[src/rtl/core/lirs_pkg.sv]
package lirs_pkg;

  localparam int CH_IN_W     = 3;
  localparam int SAMPLE_W    = 32;
  localparam int INC_W       = 21;
  localparam int FMT_W       = 2;
  localparam int CFG_IDX_W   = 2;
  localparam int CFG_DATA_W  = 32;
  localparam int MAX_RESULTS = 8;
  localparam int CNT_W       = 3;

  localparam logic [CFG_IDX_W-1:0] CFG_PHASE_INCREMENT = 2'd0;
  localparam logic [CFG_IDX_W-1:0] CFG_INPUT_FORMAT    = 2'd1;
  localparam logic [CFG_IDX_W-1:0] CFG_OUTPUT_FORMAT   = 2'd2;

  localparam logic [INC_W-1:0] INC_RESET  = 21'd65536;
  localparam logic [FMT_W-1:0] IFMT_RESET = 2'd1;
  localparam logic [FMT_W-1:0] OFMT_RESET = 2'd0;

  typedef enum logic [FMT_W-1:0] {
    FMT_U8  = 2'd0,
    FMT_S16 = 2'd1,
    FMT_S32 = 2'd2
  } fmt_t;

  localparam logic [FMT_W-1:0] OFMT_SAME = 2'd0;
  localparam logic [FMT_W-1:0] FMT_RSVD  = 2'd3;

  typedef struct packed {
    logic load;
    logic mul;
    logic emit;
    logic store;
  } lirs_cmd_t;

  typedef struct packed {
    logic ch_ok;
    logic ph_lt_one;
    logic last;
    logic out_free;
  } lirs_stat_t;

endpackage

[src/rtl/core/lirs_in_if.sv]
interface lirs_in_if import lirs_pkg::*; ();
  logic                       valid;
  logic                       ready;
  logic [CH_IN_W-1:0]         channel;
  logic signed [SAMPLE_W-1:0] sample_in;

  modport source (output valid, output channel, output sample_in, input ready);
  modport sink   (input valid, input channel, input sample_in, output ready);
endinterface

[src/rtl/core/lirs_out_if.sv]
interface lirs_out_if import lirs_pkg::*; ();
  logic                       valid;
  logic                       ready;
  logic [CH_IN_W-1:0]         out_channel;
  logic signed [SAMPLE_W-1:0] sample_out;
  logic                       last_of_run;

  modport source (output valid, output out_channel, output sample_out, output last_of_run,
                  input ready);
  modport sink   (input valid, input out_channel, input sample_out, input last_of_run,
                  output ready);
endinterface

[src/rtl/core/lirs_cfg_if.sv]
interface lirs_cfg_if import lirs_pkg::*; ();
  logic                  valid;
  logic                  ready;
  logic [CFG_IDX_W-1:0]  index;
  logic [CFG_DATA_W-1:0] data;

  modport source (output valid, output index, output data, input ready);
  modport sink   (input valid, input index, input data, output ready);
endinterface

[src/rtl/core/lirs_cfg.sv]
module lirs_cfg import lirs_pkg::*; #(
  parameter int FRAC_BITS = 16
) (
  input  logic                  clk,
  input  logic                  rst_n,
  input  logic                  wr_valid,
  input  logic [CFG_IDX_W-1:0]  wr_index,
  input  logic [CFG_DATA_W-1:0] wr_data,
  output logic                  wr_ready,
  output logic [FRAC_BITS+4:0]  inc_eff,
  output fmt_t                  ifmt,
  output fmt_t                  ofmt
);

  localparam int PH_W = FRAC_BITS + 5;
  localparam logic [31:0] INC_MIN = 32'd1 << (FRAC_BITS - 3);
  localparam logic [31:0] INC_MAX = 32'd1 << (FRAC_BITS + 4);

  logic [INC_W-1:0] inc_r;
  logic [FMT_W-1:0] ifmt_r;
  logic [FMT_W-1:0] ofmt_r;
  logic [31:0]      inc_wide;
  logic [31:0]      inc_sel;

  assign wr_ready = 1'b1;

  always_ff @(posedge clk) begin
    if (!rst_n) begin
      inc_r  <= INC_RESET;
      ifmt_r <= IFMT_RESET;
      ofmt_r <= OFMT_RESET;
    end else if (wr_valid) begin
      case (wr_index)
        CFG_PHASE_INCREMENT: inc_r  <= wr_data[INC_W-1:0];
        CFG_INPUT_FORMAT:    ifmt_r <= wr_data[FMT_W-1:0];
        CFG_OUTPUT_FORMAT:   ofmt_r <= wr_data[FMT_W-1:0];
        default: ;
      endcase
    end
  end

  // clamp the increment to one eighth .. sixteen
  always_comb begin
    inc_wide = {{(32-INC_W){1'b0}}, inc_r};
    if (inc_wide < INC_MIN) begin
      inc_sel = INC_MIN;
    end else if (inc_wide > INC_MAX) begin
      inc_sel = INC_MAX;
    end else begin
      inc_sel = inc_wide;
    end
  end

  assign inc_eff = inc_sel[PH_W-1:0];

  always_comb begin
    ifmt = (ifmt_r == FMT_RSVD) ? FMT_S32 : fmt_t'(ifmt_r);
    if (ofmt_r == OFMT_SAME || ofmt_r == FMT_RSVD) begin
      ofmt = ifmt;
    end else begin
      ofmt = fmt_t'(ofmt_r);
    end
  end

endmodule

[src/rtl/core/lirs_ctrl.sv]
module lirs_ctrl import lirs_pkg::*; (
  input  logic       clk,
  input  logic       rst_n,
  input  logic       in_valid,
  output logic       in_ready,
  input  lirs_stat_t stat,
  output lirs_cmd_t  cmd
);

  typedef enum logic [2:0] {
    S_IDLE,
    S_CHECK,
    S_MUL,
    S_EMIT,
    S_STORE
  } state_t;

  state_t state_r, state_nxt;
  logic   in_ready_r, in_ready_nxt;

  always_comb begin
    state_nxt    = state_r;
    in_ready_nxt = 1'b0;
    cmd          = '0;
    case (state_r)
      S_IDLE: begin
        in_ready_nxt = 1'b1;
        if (in_valid && in_ready_r) begin
          cmd.load     = 1'b1;
          state_nxt    = S_CHECK;
          in_ready_nxt = 1'b0;
        end
      end
      S_CHECK: begin
        if (!stat.ch_ok) begin
          state_nxt    = S_IDLE;
          in_ready_nxt = 1'b1;
        end else if (stat.ph_lt_one) begin
          state_nxt = S_MUL;
        end else begin
          state_nxt = S_STORE;
        end
      end
      S_MUL: begin
        cmd.mul   = 1'b1;
        state_nxt = S_EMIT;
      end
      S_EMIT: begin
        if (stat.out_free) begin
          cmd.emit  = 1'b1;
          state_nxt = stat.last ? S_STORE : S_MUL;
        end
      end
      S_STORE: begin
        cmd.store    = 1'b1;
        state_nxt    = S_IDLE;
        in_ready_nxt = 1'b1;
      end
      default: begin
        state_nxt    = S_IDLE;
        in_ready_nxt = 1'b1;
      end
    endcase
  end

  always_ff @(posedge clk) begin
    if (!rst_n) begin
      state_r    <= S_IDLE;
      in_ready_r <= 1'b1;
    end else begin
      state_r    <= state_nxt;
      in_ready_r <= in_ready_nxt;
    end
  end

  assign in_ready = in_ready_r;

  a_emit_needs_slot: assert property (@(posedge clk) disable iff (!rst_n)
    cmd.emit |-> stat.out_free)
    else $error("emit issued while output register occupied");

  a_accept_closes: assert property (@(posedge clk) disable iff (!rst_n)
    (in_valid && in_ready_r) |=> !in_ready_r)
    else $error("input still open after accepting a beat");

  a_store_reopens: assert property (@(posedge clk) disable iff (!rst_n)
    cmd.store |=> in_ready_r)
    else $error("input not reopened after write-back");

  a_run_continues: assert property (@(posedge clk) disable iff (!rst_n)
    (cmd.emit && !stat.last) |=> cmd.mul)
    else $error("run stopped before its last beat");

endmodule

[src/rtl/core/lirs_dp.sv]
module lirs_dp import lirs_pkg::*; #(
  parameter int NUM_CHANNELS = 8,
  parameter int FRAC_BITS    = 16
) (
  input  logic                       clk,
  input  logic                       rst_n,
  input  logic [CH_IN_W-1:0]         in_channel,
  input  logic signed [SAMPLE_W-1:0] in_sample,
  input  logic [FRAC_BITS+4:0]       inc_eff,
  input  fmt_t                       ifmt,
  input  fmt_t                       ofmt,
  input  lirs_cmd_t                  cmd,
  output lirs_stat_t                 stat,
  output logic                       out_valid,
  input  logic                       out_ready,
  output logic [CH_IN_W-1:0]         out_channel,
  output logic signed [SAMPLE_W-1:0] out_sample,
  output logic                       out_last
);

  localparam int PH_W   = FRAC_BITS + 5;
  localparam int CH_W   = (NUM_CHANNELS > 1) ? $clog2(NUM_CHANNELS) : 1;
  localparam int DIFF_W = SAMPLE_W + 1;
  localparam int PROD_W = DIFF_W + FRAC_BITS + 1;
  localparam int NUM_W  = PROD_W + 1;
  localparam logic [PH_W-1:0] ONE_Q = {{(PH_W-1){1'b0}}, 1'b1} << FRAC_BITS;

  logic signed [SAMPLE_W-1:0] prev_mem [NUM_CHANNELS];
  logic [PH_W-1:0]            phase_mem [NUM_CHANNELS];

  logic [CH_IN_W-1:0]         ch_r;
  logic [CH_W-1:0]            idx_r;
  logic                       ch_ok_r;
  logic signed [SAMPLE_W-1:0] cur_r;
  logic signed [SAMPLE_W-1:0] prev_r;
  logic [PH_W-1:0]            ph_r;
  logic [CNT_W-1:0]           n_r;
  logic signed [PROD_W-1:0]   prod_r;
  logic                       out_valid_r;
  logic [CH_IN_W-1:0]         out_ch_r;
  logic signed [SAMPLE_W-1:0] out_sample_r;
  logic                       out_last_r;

  logic                       in_ok;
  logic [CH_W-1:0]            in_idx;
  logic signed [DIFF_W-1:0]   diff;
  logic signed [FRAC_BITS:0]  t_s;
  logic signed [NUM_W-1:0]    num;
  logic signed [NUM_W-1:0]    quot;
  logic [NUM_W-1:0]           val;
  logic                       round_up;
  logic [PH_W-1:0]            ph_nxt;

  function automatic logic signed [SAMPLE_W-1:0] convert(
    input logic signed [SAMPLE_W-1:0] raw,
    input fmt_t                       fi,
    input fmt_t                       fo
  );
    logic [7:0]         s8;
    logic [15:0]        v16;
    logic signed [32:0] biased;
    logic signed [16:0] r17;
    logic signed [SAMPLE_W-1:0] res;
    s8     = {~raw[7], raw[6:0]};
    v16    = raw[15:0];
    biased = {raw[31], raw} + 33'sd32768;
    r17    = biased[32:16];
    res    = raw;
    case (fi)
      FMT_U8: begin
        if (fo == FMT_S16) begin
          res = {{16{s8[7]}}, s8, 8'h00};
        end else if (fo == FMT_S32) begin
          res = {s8, 24'h000000};
        end else begin
          res = {24'h000000, raw[7:0]};
        end
      end
      FMT_S16: begin
        if (fo == FMT_S32) begin
          res = {v16, 16'h0000};
        end else begin
          res = {{16{v16[15]}}, v16};
        end
      end
      default: begin
        if (fo == FMT_S16) begin
          if (r17 > 17'sd32767) begin
            res = 32'sd32767;
          end else begin
            res = {{15{r17[16]}}, r17};
          end
        end else begin
          res = raw;
        end
      end
    endcase
    return res;
  endfunction

  assign in_ok  = ({{(32-CH_IN_W){1'b0}}, in_channel} < NUM_CHANNELS);
  assign in_idx = CH_W'(in_channel);

  assign diff = {cur_r[SAMPLE_W-1], cur_r} - {prev_r[SAMPLE_W-1], prev_r};
  assign t_s  = $signed({1'b0, ph_r[FRAC_BITS-1:0]});

  // value = (prev * one + (cur - prev) * t) / one, toward zero
  always_comb begin
    num      = (NUM_W'(prev_r) <<< FRAC_BITS) + NUM_W'(prod_r);
    quot     = num >>> FRAC_BITS;
    round_up = num[NUM_W-1] && (num[FRAC_BITS-1:0] != '0);
    val      = quot + {{(NUM_W-1){1'b0}}, round_up};
  end

  assign ph_nxt = ph_r + inc_eff;

  assign stat.ch_ok     = ch_ok_r;
  assign stat.ph_lt_one = (ph_r < ONE_Q);
  assign stat.last      = (ph_nxt >= ONE_Q) || (n_r == CNT_W'(MAX_RESULTS - 1));
  assign stat.out_free  = !out_valid_r || out_ready;

  always_ff @(posedge clk) begin
    if (cmd.load) begin
      ch_r    <= in_channel;
      idx_r   <= in_idx;
      cur_r   <= convert(in_sample, ifmt, ofmt);
      prev_r  <= in_ok ? prev_mem[in_idx] : '0;
      ph_r    <= in_ok ? phase_mem[in_idx] : '0;
      n_r     <= '0;
    end else if (cmd.emit) begin
      ph_r    <= ph_nxt;
      n_r     <= n_r + CNT_W'(1);
    end
    if (cmd.mul) begin
      prod_r <= PROD_W'(diff) * PROD_W'(t_s);
    end
    if (cmd.emit) begin
      out_ch_r     <= ch_r;
      out_sample_r <= val[SAMPLE_W-1:0];
      out_last_r   <= stat.last;
    end
  end

  always_ff @(posedge clk) begin
    if (!rst_n) begin
      ch_ok_r <= 1'b0;
    end else if (cmd.load) begin
      ch_ok_r <= in_ok;
    end
  end

  always_ff @(posedge clk) begin
    if (!rst_n) begin
      out_valid_r <= 1'b0;
    end else if (cmd.emit) begin
      out_valid_r <= 1'b1;
    end else if (out_ready) begin
      out_valid_r <= 1'b0;
    end
  end

  always_ff @(posedge clk) begin
    if (!rst_n) begin
      for (int i = 0; i < NUM_CHANNELS; i++) begin
        prev_mem[i]  <= '0;
        phase_mem[i] <= '0;
      end
    end else if (cmd.store && ch_ok_r) begin
      prev_mem[idx_r]  <= cur_r;
      phase_mem[idx_r] <= ph_r - ONE_Q;
    end
  end

  assign out_valid   = out_valid_r;
  assign out_channel = out_ch_r;
  assign out_sample  = out_sample_r;
  assign out_last    = out_last_r;

endmodule

[src/rtl/core/linear_interp_resampler.sv]
// Linear-interpolation resampler, one sample beat in, zero to eight beats out.
// Each item is loaded and checked, then the controller loop runs a multiply step
// and an emit step per result on one shared multiplier, then a write-back; an
// unused channel returns to idle after the check. Output stalls hold the loop.
// Synchronous active-low reset clears phases, stored samples, config and control state.
module linear_interp_resampler import lirs_pkg::*; #(
  parameter int NUM_CHANNELS = 8,
  parameter int FRAC_BITS    = 16
) (
  input  logic        clk,
  input  logic        rst_n,
  lirs_in_if.sink     in_bus,
  lirs_out_if.source  out_bus,
  lirs_cfg_if.sink    cfg_bus
);

  logic [FRAC_BITS+4:0] inc_eff;
  fmt_t                 ifmt;
  fmt_t                 ofmt;
  lirs_cmd_t            cmd;
  lirs_stat_t           stat;

  lirs_cfg #(
    .FRAC_BITS (FRAC_BITS)
  ) u_cfg (
    .clk      (clk),
    .rst_n    (rst_n),
    .wr_valid (cfg_bus.valid),
    .wr_index (cfg_bus.index),
    .wr_data  (cfg_bus.data),
    .wr_ready (cfg_bus.ready),
    .inc_eff  (inc_eff),
    .ifmt     (ifmt),
    .ofmt     (ofmt)
  );

  lirs_ctrl u_ctrl (
    .clk      (clk),
    .rst_n    (rst_n),
    .in_valid (in_bus.valid),
    .in_ready (in_bus.ready),
    .stat     (stat),
    .cmd      (cmd)
  );

  lirs_dp #(
    .NUM_CHANNELS (NUM_CHANNELS),
    .FRAC_BITS    (FRAC_BITS)
  ) u_dp (
    .clk         (clk),
    .rst_n       (rst_n),
    .in_channel  (in_bus.channel),
    .in_sample   (in_bus.sample_in),
    .inc_eff     (inc_eff),
    .ifmt        (ifmt),
    .ofmt        (ofmt),
    .cmd         (cmd),
    .stat        (stat),
    .out_valid   (out_bus.valid),
    .out_ready   (out_bus.ready),
    .out_channel (out_bus.out_channel),
    .out_sample  (out_bus.sample_out),
    .out_last    (out_bus.last_of_run)
  );

endmodule

[src/flat_wrapper.sv]
// flat-port wrapper written by rule: the top's interface ports become plain ports
module linear_interp_resampler_flat import lirs_pkg::*;
#(
  parameter int NUM_CHANNELS = 8,
  parameter int FRAC_BITS    = 16
)
  (clk, rst_n, in_bus_valid, in_bus_channel, in_bus_sample_in, in_bus_ready, out_bus_valid, out_bus_out_channel, out_bus_sample_out, out_bus_last_of_run, out_bus_ready, cfg_bus_valid, cfg_bus_index, cfg_bus_data, cfg_bus_ready);
  lirs_in_if in_bus_i ();
  lirs_out_if out_bus_i ();
  lirs_cfg_if cfg_bus_i ();
  input  logic clk;
  input  logic rst_n;
  input wire logic [$bits(in_bus_i.valid)-1:0] in_bus_valid;
  input wire logic [$bits(in_bus_i.channel)-1:0] in_bus_channel;
  input wire logic [$bits(in_bus_i.sample_in)-1:0] in_bus_sample_in;
  output wire logic [$bits(in_bus_i.ready)-1:0] in_bus_ready;
  output wire logic [$bits(out_bus_i.valid)-1:0] out_bus_valid;
  output wire logic [$bits(out_bus_i.out_channel)-1:0] out_bus_out_channel;
  output wire logic [$bits(out_bus_i.sample_out)-1:0] out_bus_sample_out;
  output wire logic [$bits(out_bus_i.last_of_run)-1:0] out_bus_last_of_run;
  input wire logic [$bits(out_bus_i.ready)-1:0] out_bus_ready;
  input wire logic [$bits(cfg_bus_i.valid)-1:0] cfg_bus_valid;
  input wire logic [$bits(cfg_bus_i.index)-1:0] cfg_bus_index;
  input wire logic [$bits(cfg_bus_i.data)-1:0] cfg_bus_data;
  output wire logic [$bits(cfg_bus_i.ready)-1:0] cfg_bus_ready;
  assign in_bus_i.valid = in_bus_valid;
  assign in_bus_i.channel = in_bus_channel;
  assign in_bus_i.sample_in = in_bus_sample_in;
  assign in_bus_ready = in_bus_i.ready;
  assign out_bus_valid = out_bus_i.valid;
  assign out_bus_out_channel = out_bus_i.out_channel;
  assign out_bus_sample_out = out_bus_i.sample_out;
  assign out_bus_last_of_run = out_bus_i.last_of_run;
  assign out_bus_i.ready = out_bus_ready;
  assign cfg_bus_i.valid = cfg_bus_valid;
  assign cfg_bus_i.index = cfg_bus_index;
  assign cfg_bus_i.data = cfg_bus_data;
  assign cfg_bus_ready = cfg_bus_i.ready;
  linear_interp_resampler #(.NUM_CHANNELS(NUM_CHANNELS), .FRAC_BITS(FRAC_BITS)) u_core (.clk(clk), .rst_n(rst_n), .in_bus(in_bus_i), .out_bus(out_bus_i), .cfg_bus(cfg_bus_i));
endmodule
[config.mk]
export PLATFORM = sky130hd
export DESIGN_NAME = linear_interp_resampler_flat
export DESIGN_NICKNAME = d
export VERILOG_FILES = /design/src/rtl/core/lirs_pkg.sv /design/src/rtl/core/lirs_in_if.sv /design/src/rtl/core/lirs_out_if.sv /design/src/rtl/core/lirs_cfg_if.sv /design/src/rtl/core/lirs_cfg.sv /design/src/rtl/core/lirs_ctrl.sv /design/src/rtl/core/lirs_dp.sv /design/src/rtl/core/linear_interp_resampler.sv /design/src/flat_wrapper.sv
export SDC_FILE = /design/constraint.sdc
export NUM_CORES = 2
export LEC_CHECK = 0
export BUFFER_PORTS_ARGS = -buffer_cell sky130_fd_sc_hd__buf_2
export CAP_MARGIN = 10
export CELL_PAD_IN_SITES_DETAIL_PLACEMENT = 1
export CELL_PAD_IN_SITES_GLOBAL_PLACEMENT = 1
export CORE_MARGIN = 2
export CORE_UTILIZATION = 35
export CTS_BUF_LIST = sky130_fd_sc_hd__clkbuf_8
export DETAILED_ROUTE_END_ITERATION = 8
export PLACE_DENSITY_LB_ADDON = 0.08
export SETUP_SLACK_MARGIN = 0.02
export SLEW_MARGIN = 20
export SYNTH_ARGS = -nofsm -noshare
export SYNTH_HDL_FRONTEND = slang
export SYNTH_SLANG_ARGS = --single-unit
[constraint.sdc]
create_clock -name clk -period 10.79 [get_ports clk]
set_clock_uncertainty 0.2 [all_clocks]
set_input_delay 2.158 -clock clk [delete_from_list [all_inputs] [get_ports clk]]
set_output_delay 2.158 -clock clk [all_outputs]
set_load 0.01 [all_outputs]
==> summary.txt <==
Outcome
  • Status: finished, final reports clean

Logic synthesis
  • Post-Syn Area: 51400 um^2
  • Synth top area share: 34.9%
  • Main synth FF type: edfxtp_1
  • Seq/Total Area, Yosys: 36.2%
  • FFs w/ async S/R, synth: 0%
  • Netlist cell types: 97
  • Syn. warnings: 0
  • EDFF count, synth: 598
  • Synth Register Bits: 632
  • Syn Nets: 5536
  • Leading area contributor after synthesis: edfxtp_1
  • Most area-consuming cells after synthesis: edfxtp_1, fa_1, and2_1
  • Synth Instances: 4744
  • Syn Area/Cell: 10.8 um^2

Clock tree
  • CTS root buf: clkbuf_8
  • Clock Sinks: 632
  • CTS tree: done
  • Worst-path clk slew: 0.06 ns
  • Post-CTS Hold Buffers: 0
  • Number of buffers created by CTS: 103
  • Worst skew pair latency: 0.79 ns
  • Post-cts sizing count: 0
  • Setup Buffers After CTS: 0
  • Clock Tree Buf Depth: 3
  • H-tree levels: 3

Timing
  • # setup viols final: 0
  • Worst-margin pin slew: 1.17 ns
  • Relative slew slack: 21.7%
  • Hold Vio Cnt, Final: 0
  • Highest Clock Rate: 0.0991 GHz
  • Tcrit/Tclk final: 93.5%
  • Setup TNS: 0 ns
  • RSZ-0062 raised after global routing: no
  • Slew Viols, Final: 0
  • Min Clock Period, post-route: 10.09 ns
  • Hold slack: 0.281 ns

Worst setup path
  • Slowest cell on crit path: o311ai_1
  • Critical Path AT: 10.42 ns
  • Crit path max-delay family: adder cells
  • Largest stage delay, worst path: 0.69 ns
  • Critical path type: reg -> reg
  • Worst Path Max Fanout: 12
  • Cell mode on critical path: fa_1
  • Worst EP required: 11.12 ns
  • CP Buf/Inv Count: 5
  • Crit path capture type: flip-flop
  • Setup crit start kind: flip-flop

Finish
  • Final #Nets: 5602
  • Fin area: 56300 um^2
  • Area growth from synthesis to layout: 9.45%
  • Layout cells sized above 1: 11.1%
  • Finished Layout Cells: 6811

Die
  • Die height: 387 um
  • Initial Util: 35.3%
  • Die ar.: 150000 um^2
  • Core area: 146000 um^2
  • Die width: 387 um
  • IO Count: 113
  • Rows: 140

Detailed routing
  • Post-Route WL: 162 mm
  • Pre-antenna DRT Iters: 5
  • ANT nets after route: 0
  • Via Count: 34996
  • Drt wl/cell: 23.8 um
  • Drc violations: 0
  • DRT iter0 DRCs: 2031
  • Detailed-route vias per instance: 5.14

GRT
  • First-pass GRT wire length: 247 mm
  • Vias in the first global route: 37985
  • Total gr overflow: 0
  • Overall global routing resource usage: 21.9%
  • Largest net degree at the start of global routing: 65
  • Initial antenna violation count: 12

Place
  • GPL Wtd Cong: 0.862
  • Placed cell areas: 54400 um^2
  • Number of cells after detailed placement: 6622
  • Final HPWL DP: 116 mm
  • Port Buffers: 100

Worst hold path
  • Min-Delay Path Class: reg -> reg

Job
  • MaxCap Viol Count: 0
routing by layer:
metal | wire (um) | GRT usage [%] | vias to the layer above
met1 | 74100 | 30.0 | 18383
li1 | - | - | 15911
met5 | 0 | 0 | -
met3 | 4810 | 2.14 | 148
met4 | 2080 | 3.34 | 0
met2 | 80800 | 38.2 | 554
cell usage after synthesis, types with 15 or more instances:
cell type	count
inv_1	662
edfxtp_1	598
and2_1	532
fa_1	506
nand2_1	506
clkbuf_1	218
ha_1	212
nor2_1	189
a21oi_1	156
mux4_2	106
xnor2_1	104
o21ai_0	100
nor2b_1	80
a21o_1	66
xor2_1	51
nand2b_1	48
mux2_2	46
mux2i_1	44
nand3_1	42
nor3_1	37
dfxtp_1	34
o21a_1	30
a211oi_1	29
a21boi_0	23
nand4_1	22
a31oi_1	21
and3_1	21
o211ai_1	19
or3_1	17
buf_1	15
layout by cell type, fill, tap and decap left out, drive strengths merged, types with 48 or more instances in the layout:
cell / n
a21o: 67
a21oi: 159
and2: 532
buf: 204
clkbuf: 107
edfxtp: 598
fa: 506
ha: 212
inv: 700
mux4: 106
nand2: 507
nand2b: 48
nor2: 189
nor2b: 80
o21ai: 106
xnor2: 104
xor2: 52
worst reg2reg max path, delay by kind of cell (launching register included):
| family | cells | cell delay, ns |
|---|---|---|
| xor+xnor | 1 | 0.16 |
| flops | 1 | 0.32 |
| buf+inv | 5 | 0.71 |
| fa+ha+maj | 9 | 4.11 |
| compound gates | 14 | 3.80 |
| simple gates | 4 | 0.55 |
flip-flops by register name, summed over array words and instances, names as in the netlist, 21 cells and up:
name	count
u_core.u_dp.phase_mem	168
u_core.u_dp.cur_r	32
u_core.u_dp.prev_mem	256
u_core.u_dp.prod_r	50
u_core.u_dp.ph_r	21
u_core.u_dp.prev_r	32
u_core.u_cfg.inc_r	21
u_core.u_dp.out_sample	32
final cells by class:
type,instances,area (um^2)
fillers,16051,89500
diodes,5,12.5
clock inverters,77,430
repair buffers,204,1310
multi-input cells,3203,29500
inverters,666,2500
clock buffers,107,1470
flip-flops and latches,632,18600
well taps,1917,2400
per-stage QoR:
stage                     util (%)  worst slack (ns)
after floorplan                  -              2.08
after global placement        37.3             0.751
after detailed placement      37.3             0.630
after CTS                     38.6             0.603
after global routing          38.6            0.0797
final                         38.6             0.700
kinds of logic after synthesis:
family / count (synthesis) / synth area share, %
AND/OR/NAND/NOR: 1549 / 15.5
other: 1 / 0.00729
flip-flops: 632 / 36.2
adder cells (fa/ha/maj): 719 / 24.9
AO/OA/AOI/OAI: 581 / 7.53
multiplexers: 197 / 6.53
buffers and inverters: 909 / 6.68
XOR/XNOR: 156 / 2.67
final timing paths:
path | end | depth (start not counted) | from | slack (ns)
worst max-delay path | u_core.u_dp.prod_r[46]$_DFFE_PP_ | 33 | u_core.u_dp.cur_r[0]$_DFFE_PP_ | 0.70
worst min-delay path | u_core.u_cfg.inc_r[15]$_SDFFE_PN0P_ | 2 | u_core.u_cfg.inc_r[15]$_SDFFE_PN0P_ | 0.28
worst max register to register | u_core.u_dp.prod_r[46]$_DFFE_PP_ | 33 | u_core.u_dp.cur_r[0]$_DFFE_PP_ | 0.70
worst min register to register | u_core.u_cfg.inc_r[15]$_SDFFE_PN0P_ | 2 | u_core.u_cfg.inc_r[15]$_SDFFE_PN0P_ | 0.28
Power is left out: the tool's default activity adds up to more than one toggle a clock period on the data nets, which glitch-free logic cannot reach.
